$ cat src/sv/escp_pkg.sv
// shared constants and controller/datapath interface types for the second-chance pager
package escp_pkg;

  localparam int FRAMES_DEF     = 8;
  localparam int SWAP_SLOTS_DEF = 16;
  localparam int PAGE_BITS_DEF  = 8;

  localparam int PAGE_ID_W    = 8;
  localparam int FRAME_IDX_W  = 3;
  localparam int SLOT_IDX_W   = 4;
  localparam int CFG_FRAMES_W = 4;
  localparam int CFG_SLOTS_W  = 5;
  localparam int APB_ADDR_W   = 3;
  localparam int APB_DATA_W   = 32;

  localparam logic REG_FRAMES = 1'b0;
  localparam logic REG_SLOTS  = 1'b1;

  localparam logic [CFG_FRAMES_W-1:0] FRAMES_RST = 4'd8;
  localparam logic [CFG_SLOTS_W-1:0]  SLOTS_RST  = 5'd16;

  typedef struct packed {
    logic accept;
    logic hscan;
    logic commit_hit;
    logic vinit;
    logic vstep;
    logic vread;
    logic vcap;
    logic sinit;
    logic so_next;
    logic so_take;
    logic sistep;
    logic si_take;
    logic commit_miss;
  } escp_cmd_t;

  typedef struct packed {
    logic hs_match;
    logic hs_end;
    logic vic_hit;
    logic vic_occ;
    logic so_free;
    logic so_end;
    logic si_match;
    logic si_end;
  } escp_sts_t;

endpackage

$ cat src/sv/escp_ctrl.sv
// sequencing state machine for hit scan, clock sweep and swap slot searches
module escp_ctrl
  import escp_pkg::*;
(
  input  logic      clk,
  input  logic      rst_n,
  input  logic      start,
  output logic      busy,
  input  escp_sts_t sts,
  output escp_cmd_t cmd
);

  typedef enum logic [7:0] {
    ST_IDLE   = 8'b0000_0001,
    ST_HSCAN  = 8'b0000_0010,
    ST_VSCAN  = 8'b0000_0100,
    ST_VREAD  = 8'b0000_1000,
    ST_VCAP   = 8'b0001_0000,
    ST_SOSCAN = 8'b0010_0000,
    ST_SISCAN = 8'b0100_0000,
    ST_COMMIT = 8'b1000_0000
  } escp_state_t;

  escp_state_t state_r;
  escp_state_t state_nxt;

  always_comb begin
    state_nxt = state_r;
    cmd       = '0;
    case (state_r)
      ST_IDLE: begin
        if (start) begin
          cmd.accept = 1'b1;
          state_nxt  = ST_HSCAN;
        end
      end
      ST_HSCAN: begin
        cmd.hscan = 1'b1;
        if (sts.hs_match) begin
          cmd.commit_hit = 1'b1;
          state_nxt      = ST_IDLE;
        end else if (sts.hs_end) begin
          cmd.vinit = 1'b1;
          state_nxt = ST_VSCAN;
        end
      end
      ST_VSCAN: begin
        if (sts.vic_hit) begin
          state_nxt = ST_VREAD;
        end else begin
          cmd.vstep = 1'b1;
        end
      end
      ST_VREAD: begin
        cmd.vread = 1'b1;
        state_nxt = ST_VCAP;
      end
      ST_VCAP: begin
        cmd.vcap  = 1'b1;
        cmd.sinit = 1'b1;
        state_nxt = sts.vic_occ ? ST_SOSCAN : ST_SISCAN;
      end
      ST_SOSCAN: begin
        if (sts.so_free) begin
          cmd.so_take = 1'b1;
          cmd.sinit   = 1'b1;
          state_nxt   = ST_SISCAN;
        end else if (sts.so_end) begin
          cmd.sinit = 1'b1;
          state_nxt = ST_SISCAN;
        end else begin
          cmd.so_next = 1'b1;
        end
      end
      ST_SISCAN: begin
        cmd.sistep = 1'b1;
        if (sts.si_match) begin
          cmd.si_take = 1'b1;
          state_nxt   = ST_COMMIT;
        end else if (sts.si_end) begin
          state_nxt = ST_COMMIT;
        end
      end
      ST_COMMIT: begin
        cmd.commit_miss = 1'b1;
        state_nxt       = ST_IDLE;
      end
      default: begin
        state_nxt = ST_IDLE;
      end
    endcase
  end

  always_ff @(posedge clk) begin
    if (!rst_n) begin
      state_r <= ST_IDLE;
    end else begin
      state_r <= state_nxt;
    end
  end

  assign busy = (state_r != ST_IDLE);

  a_done_after_commit: assert property (@(posedge clk) disable iff (!rst_n)
    $fell(busy) |-> $past(cmd.commit_hit || cmd.commit_miss))
    else $error("busy dropped without a commit");

  a_accept_busy: assert property (@(posedge clk) disable iff (!rst_n)
    (start && !busy) |=> busy)
    else $error("accepted transfer did not raise busy");

endmodule

$ cat src/sv/escp_dpath.sv
// frame table, swap slot table, clock hand and result registers
module escp_dpath
  import escp_pkg::*;
#(
  parameter int FRAMES     = FRAMES_DEF,
  parameter int SWAP_SLOTS = SWAP_SLOTS_DEF,
  parameter int PAGE_BITS  = PAGE_BITS_DEF
) (
  input  logic                    clk,
  input  logic                    rst_n,
  input  escp_cmd_t               cmd,
  output escp_sts_t               sts,
  input  logic [CFG_FRAMES_W-1:0] cfg_frames,
  input  logic [CFG_SLOTS_W-1:0]  cfg_slots,
  input  logic [PAGE_ID_W-1:0]    in_page_id,
  input  logic                    in_is_write,
  output logic                    out_strobe,
  output logic                    out_hit,
  output logic [FRAME_IDX_W-1:0]  out_frame_index,
  output logic                    out_evicted_valid,
  output logic [PAGE_ID_W-1:0]    out_evicted_page,
  output logic                    out_swap_out_valid,
  output logic [SLOT_IDX_W-1:0]   out_swap_out_slot,
  output logic                    out_swap_in_valid,
  output logic [SLOT_IDX_W-1:0]   out_swap_in_slot
);

  localparam int FIW = (FRAMES > 1) ? $clog2(FRAMES) : 1;
  localparam int FCW = $clog2(FRAMES + 1);
  localparam int SIW = (SWAP_SLOTS > 1) ? $clog2(SWAP_SLOTS) : 1;
  localparam int SCW = $clog2(SWAP_SLOTS + 1);

  logic [FCW-1:0]       n_act;
  logic [SCW-1:0]       m_act;
  logic [PAGE_BITS-1:0] page_r;
  logic                 wr_r;

  // frame state
  logic [PAGE_BITS-1:0] frame_mem [FRAMES];
  logic [PAGE_BITS-1:0] f_rdata_r;
  logic [FRAMES-1:0]    frame_occ_r;
  logic [FRAMES-1:0]    frame_ref_r;
  logic [FRAMES-1:0]    frame_mod_r;

  // hit scan
  logic [FCW-1:0] ptr_r;
  logic [FIW-1:0] ptr_idx;
  logic [FIW-1:0] pidx_r;
  logic           pend_r;

  // clock sweep
  logic [FIW-1:0] hand_r;
  logic [FIW-1:0] vpos_r;
  logic [FIW-1:0] vpos_nxt;
  logic [FIW-1:0] vstart;
  logic [FCW-1:0] vpos_p1;
  logic [FCW-1:0] vcnt_r;
  logic [FCW-1:0] vcnt_p1;
  logic           want_r;

  // swap slots
  logic [PAGE_BITS-1:0]  slot_mem [SWAP_SLOTS];
  logic [PAGE_BITS-1:0]  s_rdata_r;
  logic [SWAP_SLOTS-1:0] slot_used_r;
  logic [SCW-1:0]        sptr_r;
  logic [SIW-1:0]        sptr_idx;
  logic [SIW-1:0]        sidx_r;
  logic                  spend_r;

  // miss results
  logic [PAGE_BITS-1:0] vic_page_r;
  logic                 vic_occ_r;
  logic                 so_valid_r;
  logic [SIW-1:0]       so_slot_r;
  logic                 si_valid_r;
  logic [SIW-1:0]       si_slot_r;

  always_comb begin
    if (cfg_frames == '0) begin
      n_act = FCW'(1);
    end else if (32'(cfg_frames) > FRAMES) begin
      n_act = FCW'(FRAMES);
    end else begin
      n_act = FCW'(cfg_frames);
    end
    if (cfg_slots == '0) begin
      m_act = SCW'(1);
    end else if (32'(cfg_slots) > SWAP_SLOTS) begin
      m_act = SCW'(SWAP_SLOTS);
    end else begin
      m_act = SCW'(cfg_slots);
    end
  end

  assign ptr_idx  = ptr_r[FIW-1:0];
  assign sptr_idx = sptr_r[SIW-1:0];
  assign vpos_p1  = FCW'(vpos_r) + FCW'(1);
  assign vpos_nxt = (vpos_p1 < n_act) ? FIW'(vpos_p1) : '0;
  assign vstart   = (FCW'(hand_r) < n_act) ? hand_r : '0;
  assign vcnt_p1  = vcnt_r + FCW'(1);

  always_comb begin
    sts.hs_match = pend_r && frame_occ_r[pidx_r] && (f_rdata_r == page_r);
    sts.hs_end   = !pend_r && (ptr_r >= n_act);
    sts.vic_hit  = !(frame_occ_r[vpos_r] && frame_ref_r[vpos_r]) &&
                   ((frame_occ_r[vpos_r] && frame_mod_r[vpos_r]) == want_r);
    sts.vic_occ  = frame_occ_r[vpos_r];
    sts.so_free  = (sptr_r < m_act) && !slot_used_r[sptr_idx];
    sts.so_end   = (sptr_r >= m_act);
    sts.si_match = spend_r && slot_used_r[sidx_r] && (s_rdata_r == page_r);
    sts.si_end   = !spend_r && (sptr_r >= m_act);
  end

  always_ff @(posedge clk) begin
    if (cmd.accept) begin
      page_r <= PAGE_BITS'(in_page_id);
      wr_r   <= in_is_write;
    end
  end

  always_ff @(posedge clk) begin
    if (cmd.commit_miss) begin
      frame_mem[vpos_r] <= page_r;
    end
    f_rdata_r <= frame_mem[cmd.vread ? vpos_r : ptr_idx];
  end

  always_ff @(posedge clk) begin
    if (!rst_n) begin
      frame_occ_r <= '0;
      frame_ref_r <= '0;
      frame_mod_r <= '0;
    end else begin
      if (cmd.commit_hit) begin
        frame_ref_r[pidx_r] <= 1'b1;
        if (wr_r) begin
          frame_mod_r[pidx_r] <= 1'b1;
        end
      end
      // second pass of the sweep takes away the second chance
      if (cmd.vstep && want_r) begin
        frame_ref_r[vpos_r] <= 1'b0;
      end
      if (cmd.commit_miss) begin
        frame_occ_r[vpos_r] <= 1'b1;
        frame_ref_r[vpos_r] <= 1'b1;
        frame_mod_r[vpos_r] <= wr_r;
      end
    end
  end

  always_ff @(posedge clk) begin
    if (!rst_n) begin
      ptr_r  <= '0;
      pend_r <= 1'b0;
    end else if (cmd.accept) begin
      ptr_r  <= '0;
      pend_r <= 1'b0;
    end else if (cmd.hscan) begin
      if (ptr_r < n_act) begin
        pend_r <= 1'b1;
        pidx_r <= ptr_idx;
        ptr_r  <= ptr_r + FCW'(1);
      end else begin
        pend_r <= 1'b0;
      end
    end
  end

  always_ff @(posedge clk) begin
    if (!rst_n) begin
      hand_r <= '0;
      vpos_r <= '0;
      vcnt_r <= '0;
      want_r <= 1'b0;
    end else begin
      if (cmd.vinit) begin
        vpos_r <= vstart;
        vcnt_r <= '0;
        want_r <= 1'b0;
      end else if (cmd.vstep) begin
        vpos_r <= vpos_nxt;
        if (vcnt_p1 == n_act) begin
          vcnt_r <= '0;
          want_r <= !want_r;
        end else begin
          vcnt_r <= vcnt_p1;
        end
      end
      if (cmd.commit_miss) begin
        hand_r <= vpos_nxt;
      end
    end
  end

  always_ff @(posedge clk) begin
    if (cmd.so_take) begin
      slot_mem[sptr_idx] <= vic_page_r;
    end
    s_rdata_r <= slot_mem[sptr_idx];
  end

  always_ff @(posedge clk) begin
    if (!rst_n) begin
      slot_used_r <= '0;
    end else begin
      if (cmd.so_take) begin
        slot_used_r[sptr_idx] <= 1'b1;
      end
      if (cmd.si_take) begin
        slot_used_r[sidx_r] <= 1'b0;
      end
    end
  end

  always_ff @(posedge clk) begin
    if (!rst_n) begin
      sptr_r  <= '0;
      spend_r <= 1'b0;
    end else if (cmd.sinit) begin
      sptr_r  <= '0;
      spend_r <= 1'b0;
    end else if (cmd.so_next) begin
      sptr_r <= sptr_r + SCW'(1);
    end else if (cmd.sistep) begin
      if (sptr_r < m_act) begin
        spend_r <= 1'b1;
        sidx_r  <= sptr_idx;
        sptr_r  <= sptr_r + SCW'(1);
      end else begin
        spend_r <= 1'b0;
      end
    end
  end

  always_ff @(posedge clk) begin
    if (!rst_n) begin
      so_valid_r <= 1'b0;
      si_valid_r <= 1'b0;
      so_slot_r  <= '0;
      si_slot_r  <= '0;
      vic_occ_r  <= 1'b0;
    end else begin
      if (cmd.accept) begin
        so_valid_r <= 1'b0;
        si_valid_r <= 1'b0;
        so_slot_r  <= '0;
        si_slot_r  <= '0;
      end
      if (cmd.vcap) begin
        vic_occ_r <= frame_occ_r[vpos_r];
      end
      if (cmd.so_take) begin
        so_valid_r <= 1'b1;
        so_slot_r  <= sptr_idx;
      end
      if (cmd.si_take) begin
        si_valid_r <= 1'b1;
        si_slot_r  <= sidx_r;
      end
    end
  end

  always_ff @(posedge clk) begin
    if (cmd.vcap) begin
      vic_page_r <= f_rdata_r;
    end
  end

  always_ff @(posedge clk) begin
    if (!rst_n) begin
      out_strobe <= 1'b0;
    end else begin
      out_strobe <= cmd.commit_hit || cmd.commit_miss;
    end
  end

  always_ff @(posedge clk) begin
    if (cmd.commit_hit) begin
      out_hit            <= 1'b1;
      out_frame_index    <= FRAME_IDX_W'(pidx_r);
      out_evicted_valid  <= 1'b0;
      out_evicted_page   <= '0;
      out_swap_out_valid <= 1'b0;
      out_swap_out_slot  <= '0;
      out_swap_in_valid  <= 1'b0;
      out_swap_in_slot   <= '0;
    end else if (cmd.commit_miss) begin
      out_hit            <= 1'b0;
      out_frame_index    <= FRAME_IDX_W'(vpos_r);
      out_evicted_valid  <= vic_occ_r;
      out_evicted_page   <= vic_occ_r ? PAGE_ID_W'(vic_page_r) : '0;
      out_swap_out_valid <= so_valid_r;
      out_swap_out_slot  <= SLOT_IDX_W'(so_slot_r);
      out_swap_in_valid  <= si_valid_r;
      out_swap_in_slot   <= SLOT_IDX_W'(si_slot_r);
    end
  end

  a_strobe_single: assert property (@(posedge clk) disable iff (!rst_n)
    out_strobe |=> !out_strobe)
    else $error("result strobe held for two cycles");

  a_swap_out_needs_evict: assert property (@(posedge clk) disable iff (!rst_n)
    (out_strobe && out_swap_out_valid) |-> (out_evicted_valid && !out_hit))
    else $error("swap-out without an eviction");

  a_loaded_frame: assert property (@(posedge clk) disable iff (!rst_n)
    cmd.commit_miss |=> (frame_occ_r[$past(vpos_r)] && frame_ref_r[$past(vpos_r)]))
    else $error("loaded frame not marked occupied and referenced");

endmodule

$ cat src/sv/enhanced_second_chance_pager_core.sv
// top level of the enhanced second-chance pager with register port
// One page access is taken at a time: start is accepted while busy is low, and the
// result appears on the out_ ports for exactly one cycle with out_strobe high; the
// receiver cannot stall it, so it must take every result transfer as it comes. The
// hit scan reads the frame table memory one frame per cycle. A fault runs the frame
// scan, the clock sweep, a read of the victim, a search for a free swap slot when the
// victim frame is occupied, a search of swap for the page and the commit. busy drops
// in the strobe cycle, so the next start can be taken there. Registers frames_in_use
// (byte 0) and swap_slots_in_use (byte 4) may be written only while busy is low; zero
// counts as one and larger values saturate at the table sizes.
module enhanced_second_chance_pager_core
  import escp_pkg::*;
#(
  parameter int FRAMES     = FRAMES_DEF,
  parameter int SWAP_SLOTS = SWAP_SLOTS_DEF,
  parameter int PAGE_BITS  = PAGE_BITS_DEF
) (
  input  logic                   clk,
  input  logic                   rst_n,
  input  logic                   start,
  output logic                   busy,
  input  logic [PAGE_ID_W-1:0]   in_page_id,
  input  logic                   in_is_write,
  output logic                   out_strobe,
  output logic                   out_hit,
  output logic [FRAME_IDX_W-1:0] out_frame_index,
  output logic                   out_evicted_valid,
  output logic [PAGE_ID_W-1:0]   out_evicted_page,
  output logic                   out_swap_out_valid,
  output logic [SLOT_IDX_W-1:0]  out_swap_out_slot,
  output logic                   out_swap_in_valid,
  output logic [SLOT_IDX_W-1:0]  out_swap_in_slot,
  input  logic                   psel,
  input  logic                   penable,
  input  logic                   pwrite,
  input  logic [APB_ADDR_W-1:0]  paddr,
  input  logic [APB_DATA_W-1:0]  pwdata,
  output logic [APB_DATA_W-1:0]  prdata,
  output logic                   pready
);

  logic [CFG_FRAMES_W-1:0] cfg_frames_r;
  logic [CFG_SLOTS_W-1:0]  cfg_slots_r;
  logic                    cfg_wr;
  escp_cmd_t               cmd;
  escp_sts_t               sts;

  // register transfer
  assign pready = 1'b1;
  assign cfg_wr = psel && penable && pwrite && pready;

  always_ff @(posedge clk) begin
    if (!rst_n) begin
      cfg_frames_r <= FRAMES_RST;
      cfg_slots_r  <= SLOTS_RST;
    end else if (cfg_wr) begin
      if (paddr[2] == REG_FRAMES) begin
        cfg_frames_r <= pwdata[CFG_FRAMES_W-1:0];
      end else begin
        cfg_slots_r <= pwdata[CFG_SLOTS_W-1:0];
      end
    end
  end

  assign prdata = (paddr[2] == REG_SLOTS) ? APB_DATA_W'(cfg_slots_r)
                                          : APB_DATA_W'(cfg_frames_r);

  escp_ctrl u_ctrl (
    .clk   (clk),
    .rst_n (rst_n),
    .start (start),
    .busy  (busy),
    .sts   (sts),
    .cmd   (cmd)
  );

  escp_dpath #(
    .FRAMES     (FRAMES),
    .SWAP_SLOTS (SWAP_SLOTS),
    .PAGE_BITS  (PAGE_BITS)
  ) u_dpath (
    .clk                (clk),
    .rst_n              (rst_n),
    .cmd                (cmd),
    .sts                (sts),
    .cfg_frames         (cfg_frames_r),
    .cfg_slots          (cfg_slots_r),
    .in_page_id         (in_page_id),
    .in_is_write        (in_is_write),
    .out_strobe         (out_strobe),
    .out_hit            (out_hit),
    .out_frame_index    (out_frame_index),
    .out_evicted_valid  (out_evicted_valid),
    .out_evicted_page   (out_evicted_page),
    .out_swap_out_valid (out_swap_out_valid),
    .out_swap_out_slot  (out_swap_out_slot),
    .out_swap_in_valid  (out_swap_in_valid),
    .out_swap_in_slot   (out_swap_in_slot)
  );

endmodule
$ cat config.mk
export PLATFORM = sky130hd
export DESIGN_NAME = enhanced_second_chance_pager_core
export DESIGN_NICKNAME = d
export VERILOG_FILES = /design/src/sv/escp_pkg.sv /design/src/sv/escp_ctrl.sv /design/src/sv/escp_dpath.sv /design/src/sv/enhanced_second_chance_pager_core.sv
export SDC_FILE = /design/constraint.sdc
export NUM_CORES = 1
export LEC_CHECK = 0
export ABC_AREA = 0
export CORE_ASPECT_RATIO = 1.75
export CORE_MARGIN = 2
export CORE_UTILIZATION = 30
export CTS_BUF_LIST = sky130_fd_sc_hd__clkbuf_4
export DETAILED_ROUTE_END_ITERATION = 6
export DONT_BUFFER_PORTS = 1
export GPL_TIMING_DRIVEN = 0
export HOLD_SLACK_MARGIN = 0.08
export PLACE_DENSITY = 0.5
export SYNTH_ARGS = -nofsm -noshare
export SYNTH_HDL_FRONTEND = slang
export SYNTH_HIERARCHICAL = 1
export SYNTH_SLANG_ARGS = --single-unit
$ cat constraint.sdc
create_clock -name clk -period 5.36 [get_ports clk]
set_input_delay 0.536 -clock clk [delete_from_list [all_inputs] [get_ports clk]]
set_output_delay 0.536 -clock clk [all_outputs]
set_load 0.01 [all_outputs]
=== Word-level counts from Yosys, hierarchy flattened ===
Memory sizes are Yosys's and may differ from the RTL's. A register that Yosys moved wholly into a read port is not among the register bits.
Cells that the tools add are included.

* Register bits: 138
* Memory bits (writable): 192
* Word-level logic and storage cells: 223
* Bits of input ports: 50
* Memories: 2

* Muxes and demuxes: 92
* $add $sub $neg: 4
* Magnitude comparators: 16
* Bitwise logic cells: 14
* Eq/ne operators: 18
* Reduce and logical (&&, ||, !) cells: 43

{| class="wikitable"
|+ Memory list
! memory !! depth !! width !! read ports !! clocked after Yosys merged registers in !! write ports !! line !! source
|-
| u_dpath.slot_mem || 16 || 8 || 1 || 1 || 1 || escp_dpath.sv:62 || <nowiki>logic [PAGE_BITS-1:0] slot_mem [SWAP_SLOTS];</nowiki>
|-
| u_dpath.frame_mem || 8 || 8 || 1 || 1 || 1 || escp_dpath.sv:39 || <nowiki>logic [PAGE_BITS-1:0] frame_mem [FRAMES];</nowiki>
|}

{| class="wikitable"
|+ Operators with widths
! kind !! number
|-
| two-way mux 8 bit || 18
|-
| one-hot mux 8 bit (7 select lines) || 1
|-
| two-way mux 16 bit || 3
|-
| two-way mux 1 bit || 35
|-
| bitwise OR 8 bit || 4
|-
| two-way mux 5 bit || 6
|-
| two-way mux 3 bit || 8
|-
| two-way mux 4 bit || 6
|-
| logical AND 1 bit || 17
|-
| AND 16 bit || 1
|-
| == test 8 bit || 2
|-
| NOT 16 bit || 1
|-
| bitwise OR 16 bit || 1
|-
| binary-select mux 1 bit (select 3 bit) || 4
|-
| AND reduction 2 bit || 6
|-
| nonzero test 2 bit || 6
|-
| less-than comparator 4 x 5 -> 1 bit, second input constant || 2
|-
| AND reduction 5 bit || 2
|-
| != test 3 bit, second input constant || 3
|-
| adder 4 x 1 -> 4 bit, second input constant || 2
|-
| AND 8 bit || 1
|-
| binary-select mux 1 bit (select 4 bit) || 2
|-
| bitwise mux 8 bit || 1
|-
| demux 1 bit (select 4 bit) || 2
|-
| 36 further kinds || 53
|}

=== Depth between registers and ports, before layout ===
Gate-level depths: netlist (run 1).

* Depth after elaboration: 15
* Gate-level depth with buffers: 16
* Gate-level depth less buffers: 16

=== Modules after synthesis ===
The synthesis (run 1) kept the hierarchy.

{| class="wikitable"
|+ Modules (own cells, without submodules)
! module !! times used !! area an instance (um2) !! cells each !! seq. area each (um2)
|-
| escp_dpath || 1 || 13,464.2 || 856 || 8,778.4
|-
| enhanced_second_chance_pager_core || 1 || 664.4 || 75 || 180.2
|-
| escp_ctrl || 1 || 559.3 || 69 || 160.2
|}

=== Least setup slack after synthesis (run 1) ===
Ideal clock, no wire load.

* Path type: register -> register
* From: register u_dpath.sptr_r[0]
* To: memory u_dpath/slot_mem[7][0] (netlist bit), enable pin
* Period minus slack after synthesis: 3.216 ns
* Stages on the path, launching flop included: 11
* Setup slack: 2.144 ns
* Data arrival time: 2.880 ns
* Library setup time: 0.336 ns
* Cells stage by stage: dfxtp_1 > clkbuf_1 > buf_4 > mux4_2 > mux4_2 > nor2_1 > and3_1 > clkbuf_1 > nand2_1 > nor2_1 > and2_1

{| class="wikitable"
|+ RTL lines
! what !! line !! source
|-
| start: declaration || escp_dpath.sv:65 || <nowiki>logic [SCW-1:0] sptr_r;</nowiki>
|-
| start signal: assignment || escp_dpath.sv:224 || <nowiki>sptr_r <= sptr_r + SCW'(1);</nowiki>
|-
| start signal: assignment || escp_dpath.sv:229 || <nowiki>sptr_r <= sptr_r + SCW'(1);</nowiki>
|-
| end: declaration || escp_dpath.sv:62 ||
|}

==> results of run 1 <==
## flip-flops by register name, summed over array words and instances (netlist names), 5 cells and up
register / cells
u_dpath/slot_mem: 128
u_dpath/s_rdata_r: 8
u_dpath/f_rdata_r: 8
u_dpath/frame_mem: 64
u_ctrl/state_r: 8
u_dpath/frame_mod_r: 8
u_dpath/slot_used_r: 16
u_dpath/frame_ref_r: 8
u_dpath/frame_occ_r: 8
cfg_slots_r: 5
u_dpath/page_r: 8
u_dpath/vic_page_r: 8
u_dpath/sptr_r: 5
u_dpath/out_evicted_page: 8
## area by class of cell
class | count | area, um2 | share of cell area
diodes | 3 | 7.51 | 0.000445
plain buffers | 73 | 423 | 0.0251
clock buffers | 118 | 886 | 0.0525
clock inverters | 24 | 155 | 0.00920
inverters | 26 | 97.6 | 0.00579
multi-input cells | 581 | 5150 | 0.305
flip-flops and latches | 346 | 9120 | 0.541
well taps | 654 | 818 | 0.0485
repair buffers | 20 | 205 | 0.0122
## kinds of logic after synthesis
kind of cell	Yosys count	share of synthesized area
muxes	117	0.147
adders and majority gates	21	0.0179
DFF	346	0.621
AOI/OAI and AO/OA	128	0.0654
buffers and inverters	99	0.0354
and+or+nand+nor	264	0.0996
xor gates and xnor gates	23	0.0137
other	2	0.000511
## timing repair
action | 4_1_cts | 5_1_grt
hold buffers | 19 | 0
hold endpoints to repair | 34 | 0
buffers inserted | 0 | 0
## stage by stage
stage | power [W] | utilization | area (um2) | worst slack (ns)
after floorplan | 0.00303 | - | 14800 | 2.14
after global placement | 0.00308 | 0.322 | 15600 | 1.18
after detailed placement | 0.00308 | 0.322 | 15600 | 1.16
after CTS | 0.00531 | 0.348 | 16900 | 1.18
after global routing | 0.00545 | 0.348 | 16900 | 0.963
final | 0.00520 | 0.348 | 16900 | 1.26
## where the power goes
group / internal, W / total [W] / switching, W / leakage (nW)
Combinational: 0.0000768 / 0.000172 / 0.0000955 / 2.30
Sequential: 0.00283 / 0.00287 / 0.0000320 / 3.00
Clock: 0.00111 / 0.00217 / 0.00106 / 0.614
## cells in the final DEF, fill, tap and decap left out, types with 6 or more instances in the layout
cell type / instances
buf_4: 30
mux4_1: 16
nand4_1: 9
or3_1: 7
nor2_1: 56
edfxtp_1: 219
nand3_1: 16
nor3b_1: 14
xnor2_1: 18
a21oi_1: 25
buf_2: 11
nor3_1: 6
nand2b_1: 19
o21ai_0: 21
and2_1: 21
mux4_2: 56
buf_1: 7
ha_1: 21
dlygate4sd3_1: 19
nor2b_1: 28
and3_1: 8
a22oi_1: 16
clkbuf_4: 118
nand2_1: 47
conb_1: 28
mux2i_1: 30
o221a_2: 23
inv_1: 26
o21a_1: 13
dfxtp_1: 127
clkinv_1: 17
mux2_2: 14
clkbuf_1: 22
## path summary, 6_finish.rpt
kind                                           start                     end  slack, ns  cells past startpoint
worst max-delay path               u_dpath/sptr_r[1]  u_dpath/slot_mem[5][4]       1.26                      9
worst min-delay path                           rst_n       u_dpath/sptr_r[4]       0.18                      3
worst max register to register     u_dpath/sptr_r[1]  u_dpath/slot_mem[5][4]       1.26                      9
worst min register to register  u_dpath/f_rdata_r[3]   u_dpath/vic_page_r[3]       0.45                      0
## critical path, cell delays in order, from the launching register on
cell and delay, ns:
dfxtp_1 0.52, buf_1 0.58, mux4_2 0.42, mux4_2 0.49
nor2_1 0.25, and3_1 0.31, clkbuf_1 0.36, nand2_1 0.13
nor2_1 0.19, and2_1 0.50
## per-layer routing
metal | track usage | up-vias
met3 | 0.0364 | 76
met5 | 0 | -
met1 | 0.148 | 4389
li1 | - | 4105
met4 | 0.0603 | 0
met2 | 0.292 | 244
==> impl_metrics.toml, run 1 <==
[outcome]
outcome = "finished clean"

[synth]
synth_top_area_cell = "edfxtp_1"
synth-async-reset-ratio = 0
yosysSeqAreaShare = 0.621
netlist.area_leader.share = 0.448
ys.flop_type = "edfxtp_1"
ys_ff_latch = 346
yosysWarningCount = 6
avgSynthCellArea_um2 = 14.7
ys_top_cells_by_area = "edfxtp_1, dfxtp_1, mux4_2, mux4_1, mux2i_1"
synthTopCellsByCount = "edfxtp_1, dfxtp_1, nor2_1"
syn_area_um2 = 14700
synth-edff-count = 219
synth_cell_types = 66
yosysMostFrequentCell = "edfxtp_1"
postSynthCellCount = 1000

[sta]
clock-skew-final_ns = 0.0471
relSlewSlack = 0.0780
slew_violations = 0
setup_tns_ns = 0
min_period_over_period = 0.765
final_hold_viol_count = 0
tightest_slew_ns = 1.38
min_period_ns = 4.10
clock.fmax_mhz = 244
rsz0062_at_grt = "no"
whs_ns = 0.176
setup_viol = 0

[die]
dieArea_um2 = 50800
io_pins = 108
die_w_um = 171
core_um2 = 48500
fp-row-count = 107
start_util = 0.303
die_h_um = 297

[pwr]
cellPowerDensity_nw_per_um2 = 309
total_leakage_power_nw = 5.91
vdd_ir_drop_max_mv = 0.104

[worst_setup_path]
startpoint_type = "flop"
worstSetupEndpointType = "flop"
crit_arrival_ns = 4.50
cp_max_fo = 10
critPathRequiredTime_ns = 5.76
path_class = "reg2reg"

[layout]
drive_gt1_frac = 0.236
final_nets = 1198
n_fill_cell = 4819
syn_to_final_growth_pct = 14.8
final_cells = 1845

[global_route]
antenna_found_initial = 1
grt_usage = 0.150
grt_pass1_vias = 9260
grt.overflow.total = 0
grt_max_degree = 18
grt_pass1_wl_mm = 56.1

[clock_network]
cts_resized = 0
clk_latency_ns = 0.78
numCtsBuffers = 79
cts_buffer_depth = 3
cts_root_buf = "clkbuf_4"
path_clk_slew_ns = 0.07
htreeDepth = 3
cts_tree = "yes"
clock_sinks = 346

[routing]
wl_mm = 37.4
routed_via_density = 4.78
dr.pass1.iters = 5
highest_layer = "met4"
route.detailed.drc = 0
detail-route-antenna-nets = 0
route.vias.total = 8814
wirelength_met1_mm = 13.2
routed-wl-met2_mm = 21.2
routed-wl-met3_mm = 1.77
initialDrtViolationCount = 457
avgRoutedWirePerCell_um = 20.2

[run]
drv_cap = 0

[placement]
finalWeightedCongestion = 0.871
dp.cells = 1681
io_buffer_count = 0
hpwl_mm = 26.4

[min_path]
worstHoldPathType = "in2reg"
Note: power is estimated with default switching activity, not from simulation.
==> inputs of run 2 (changes only) <==
==> constraint.sdc (replaced) <==
create_clock -name clk -period 4 [get_ports clk]
set_input_delay 0.4 -clock clk [delete_from_list [all_inputs] [get_ports clk]]
set_output_delay 0.4 -clock clk [all_outputs]
set_load 0.01 [all_outputs]
==> run 2 against run 1 <==
Utilization grew 0.19 points; final cell count increased by 0.38%; non-clock buffer count grew 7; combinational power up 37%; die area is the same; power grew 34%; critical path type unchanged.
==> impl_metrics.toml, run 2 (synthesis results as in run 1) <==
[layout]
largestRegisters = "u_dpath/slot_mem: 128 flops, u_dpath/frame_mem: 64 flops, u_dpath/slot_used_r: 16 flops"
top_register = "u_dpath/slot_mem"
final_common_cell = "edfxtp_1"
syn_to_final_growth_pct = 15.4
mostFrequentLayoutCells = "edfxtp_1, dfxtp_1, clkbuf_4, nor2_1, mux4_2"
multi_input_area_um2 = 5170
final_nets = 1205
largest_reg_flops = 128
drive_gt1_frac = 0.246
finalCoreUtilization = 0.350
final_cells = 1852
regArea_um2 = 9120
n_fill_cell = 4815

[worst_setup_path]
worstSetupEndpointType = "flop"
crit_arrival_ns = 4.51
startpoint_type = "flop"
cp_top_family = "simple AND/OR/NAND/NOR gates"
critPathRequiredTime_ns = 4.72
cp_max_fo = 10
path_cells = "xnor2_1, nand3_1, nor4_1, inv_1, nor2_1, clkbuf_1, nand2_1, o21ai_0, o221a_2"
critPathSlowestCell = "nor4_1"
crit_buf_inv = 2
critPathMaxStageDelay_ns = 0.85
path_class = "reg2reg"

[sta]
final.setup.worst_slack_ns = 0.204
slew_violations = 0
clock-skew-final_ns = 0.0497
clock.fmax_mhz = 263
tightest_slew_ns = 1.38
rsz0062_at_grt = "yes"
min_period_over_period = 0.949
setup_tns_ns = 0
final_hold_viol_count = 0
min_period_ns = 3.80
relSlewSlack = 0.0798
setup_viol = 0

[die]
dieArea_um2 = 50800
start_util = 0.303
die_w_um = 171
core_um2 = 48500
fp-row-count = 107
io_pins = 108
die_h_um = 297

[routing]
route.vias.total = 8859
dr.pass1.iters = 5
initialDrtViolationCount = 432
avgRoutedWirePerCell_um = 20.2
wl_mm = 37.5
route.detailed.drc = 0
routed_via_density = 4.78
detail-route-antenna-nets = 0

[clock_network]
cts_tree = "yes"
cts_root_buf = "clkbuf_4"
cts_buffer_depth = 3
path_clk_slew_ns = 0.08
htreeDepth = 3
clock_sinks = 346
numCtsBuffers = 79
cts_setup_buffers = 0
clk_latency_ns = 0.78

[pwr]
vdd_ir_drop_max_mv = 0.140
cellPowerDensity_nw_per_um2 = 412
total_leakage_power_nw = 5.97

[global_route]
grt_pass1_wl_mm = 56.4
grt.overflow.total = 0
antenna_found_initial = 1
grt_max_degree = 21
grt_pass1_vias = 9308
grt_usage = 0.151

[min_path]
worstHoldPathType = "in2reg"

[placement]
dp.cells = 1681
finalWeightedCongestion = 0.871
hpwl_mm = 26.4
preCtsSetupSlack_ns = -0.201
io_buffer_count = 0

[outcome]
outcome = "finished clean"

[run]
drv_cap = 0
-- run 2: where the power goes --
| part | total (W) | internal, W | switching, W |
|---|---|---|---|
| logic | 0.000235 | 0.000106 | 0.000129 |
| registers | 0.00384 | 0.00380 | 0.0000432 |
| clock network | 0.00291 | 0.00148 | 0.00142 |
| total | 0.00698 | 0.00539 | 0.00159 |
-- run 2: per-stage QoR --
step / power (W) / instance area (um2) / hold WS (ns)
3_5_place_dp: 0.00413 / 15600 / 0.439
3_3_place_gp: 0.00412 / 15600 / 0.440
2_1_floorplan: 0.00406 / 14800 / 0.429
6_report: 0.00698 / 17000 / 0.220
4_1_cts: 0.00711 / 16900 / 0.146
5_1_grt: 0.00730 / 16900 / 0.177
-- run 2: worst paths after layout --
| check | from | end | slack (ns) | depth (start not counted) |
|---|---|---|---|---|
| max | u_dpath/page_r[5] | u_dpath/frame_ref_r[5] | 0.20 | 9 |
| min | rst_n | u_dpath/slot_used_r[0] | 0.22 | 2 |
| max reg2reg | u_dpath/page_r[5] | u_dpath/frame_ref_r[5] | 0.20 | 9 |
| min reg2reg | u_dpath/f_rdata_r[3] | u_dpath/vic_page_r[3] | 0.45 | 0 |
-- run 2: repair_timing --
item / 4_1_cts / 5_1_grt
setup endpoints to repair: 72 / 108
endpoints found under the hold margin: 53 / 0
gates resized for setup: 9 / 8
cloned: 0 / 0
hold buffers: 26 / 0
-- run 2: layer usage --
metal | GRT usage | wire, um | vias up
met2 | 0.294 | 21400 | 238
li1 | - | - | 4121
met5 | 0 | 0 | -
met4 | 0.0611 | 1260 | 0
met1 | 0.149 | 13100 | 4422
met3 | 0.0364 | 1770 | 78
-- run 2: final cells by class --
| cell class | count | share of cell area |
|---|---|---|
| clock inverter | 24 | 0.00915 |
| antenna | 3 | 0.000443 |
| inverter | 26 | 0.00576 |
| buffer | 73 | 0.0251 |
| tap | 654 | 0.0483 |
| clock buffer | 118 | 0.0523 |
| multi-input combinational | 581 | 0.305 |
| sequential | 346 | 0.538 |
| timing repair buffer | 27 | 0.0162 |
==> inputs of run 3 (changes only) <==
--- a/config.mk
+++ b/config.mk
@@ -17,5 +17,4 @@
 export PLACE_DENSITY = 0.5
 export SYNTH_ARGS = -nofsm -noshare
 export SYNTH_HDL_FRONTEND = slang
-export SYNTH_HIERARCHICAL = 1
 export SYNTH_SLANG_ARGS = --single-unit
==> run 3 against run 2 <==
Largest cell class unchanged; die area grew 0.65%; highest routed layer unchanged; utilization rose by 0.14 points; largest power group unchanged; clock skew grew 0.041 ns; power is 3.4% higher; routed wire length increased by 8.7%.
==> impl_metrics.toml, run 3 <==
[worst_setup_path]
cp_max_fo = 10
crit_arrival_ns = 4.17
startpoint_type = "flop"
critPathRequiredTime_ns = 4.34
path_class = "reg2reg"
worstSetupEndpointType = "flop"

[sta]
tightest_slew_ns = 1.20
clock.fmax_mhz = 261
final_hold_viol_count = 0
rsz0062_at_grt = "no"
setup_viol = 0
clock-skew-final_ns = 0.0907
final.setup.worst_slack_ns = 0.174
min_period_over_period = 0.956
min_period_ns = 3.83
slew_violations = 0
relSlewSlack = 0.197

[layout]
syn_to_final_growth_pct = 15.8
final_common_cell = "edfxtp_1"
top_register = "u_dpath.slot_mem"
fin_area_um2 = 17100
mostFrequentLayoutCells = "edfxtp_1, clkbuf_4, dfxtp_1, nand2_1, mux4_2"
drive_gt1_frac = 0.231
largestRegisters = "u_dpath.slot_mem: 128 flops, u_dpath.frame_mem: 64 flops, u_dpath.slot_used_r: 16 flops"
final_nets = 1286
largest_reg_flops = 128

[die]
core_um2 = 48700
io_pins = 108
fp-row-count = 107
start_util = 0.303
die_h_um = 298
die_w_um = 172
dieArea_um2 = 51100

[routing]
route.vias.total = 9369
highest_layer = "met4"
routed-wl-met2_mm = 23.3
detail-route-antenna-nets = 0
dr.pass1.iters = 5
route.detailed.drc = 0
routed-wl-met3_mm = 1.62
routed_via_density = 4.85
avgRoutedWirePerCell_um = 21.1
wl_mm = 40.7
wirelength_met1_mm = 14.1
initialDrtViolationCount = 424

[synth]
ys_top_cells_by_area = "edfxtp_1, dfxtp_1, mux4_2, mux2i_1, nand2_1"
synthMuxAreaShare = 0.142
synth-async-reset-ratio = 0
synth_compound_area_frac = 0.0640
yosysWarningCount = 0
synth_cell_types = 75
postSynthCellCount = 1075
synth-xor-area-share = 0.0163
ys.flop_type = "edfxtp_1"
synthSimpleGateAreaFrac = 0.102
synthTopCellsByCount = "edfxtp_1, dfxtp_1, nand2_1"
yosysSeqAreaShare = 0.617
syn_area_um2 = 14800
yosys.area_share.adder = 0.0178
ys_ff_latch = 346
yosysMostFrequentCell = "edfxtp_1"
synth_top_family_by_area = "multiplexers"
avgSynthCellArea_um2 = 13.8
synth_top_area_cell = "edfxtp_1"
netlist.area_leader.share = 0.445
synth-edff-count = 219

[clock_network]
clock_sinks = 346
numCtsBuffers = 84
clk_latency_ns = 0.80
cts_setup_buffers = 0
path_clk_slew_ns = 0.07
cts_tree = "yes"
cts_buffer_depth = 3
htreeDepth = 3
cts_root_buf = "clkbuf_4"

[placement]
place_area_um2 = 15700
hpwl_mm = 29.6
finalWeightedCongestion = 0.874
preCtsSetupSlack_ns = 0.159
io_buffer_count = 0

[global_route]
grt_max_degree = 18
antenna_found_initial = 2
grt_pass1_vias = 9972
grt_usage = 0.162
grt_pass1_wl_mm = 60.9
grt.overflow.total = 0

[outcome]
outcome = "finished clean"

[pwr]
vdd_ir_drop_max_mv = 0.191
power_w = 0.00722
total_leakage_power_nw = 6.15
cellPowerDensity_nw_per_um2 = 422

[min_path]
worstHoldPathType = "in2reg"

[run]
drv_cap = 0
[run 3: critical path, stage by stage, from the launching register on]
cell	delay [ns]
dfxtp_1	0.63
buf_1	0.59
mux4_2	0.42
nand2_1	0.08
nand3_1	0.35
or2_1	0.37
buf_6	0.15
nor3_2	0.78
[run 3: logic make-up after synthesis]
family / after synthesis
simple gates: 298
other cells: 2
buf+inv: 118
xor+xnor: 26
fa+ha+maj: 21
flops: 346
compound gates: 137
mux: 127
[run 3: path summary, 6_finish.rpt]
kind	depth (start not counted)	end	start	slack, ns
min	1	u_dpath.page_r[1]	in_page_id[1]	0.25
max	7	u_dpath.slot_mem[3][5]	u_dpath.sptr_r[1]	0.17
max reg2reg	7	u_dpath.slot_mem[3][5]	u_dpath.sptr_r[1]	0.17
min reg2reg	0	u_dpath.vic_page_r[3]	u_dpath.f_rdata_r[3]	0.45
[run 3: area by class of cell]
class / count / area (um2)
buffer: 78 / 443
fill: 4878 / 31600
antenna: 3 / 7.51
inverter: 40 / 150
tap: 654 / 818
sequential: 346 / 9120
multi-input combinational: 637 / 5190
clock inverter: 15 / 121
timing repair buffer: 28 / 273
clock buffer: 132 / 991
[run 3: timing repair]
item	CTS	global route
hold endpoints to repair	26	0
hold buffers	25	0
gates resized for setup	0	2
setup endpoints to repair	0	5
[run 3: metal layers]
metal	vias to the layer above	track usage
met1	4667	0.159
met2	267	0.317
li1	4350	-
met5	-	0
met3	85	0.0300
met4	0	0.0794
[run 3: report_power, final]
part / total (W) / leakage [nW] / switching, W / internal, W
Combinational: 0.000281 / 2.48 / 0.000174 / 0.000107
Sequential: 0.00389 / 3.00 / 0.0000708 / 0.00382
Clock: 0.00305 / 0.671 / 0.00143 / 0.00162
Total: 0.00722 / 6.15 / 0.00167 / 0.00555
[run 3: stage by stage]
stage	setup TNS [ns]	hold WS, ns	std cells	util
floorplan	0	0.428	1101	-
global placement	-0.392	0.436	1755	0.322
detailed placement	0	0.436	1758	0.323
CTS	0	0.177	1930	0.351
global route	0	0.203	1932	0.351
finish	0	0.251	1933	0.351
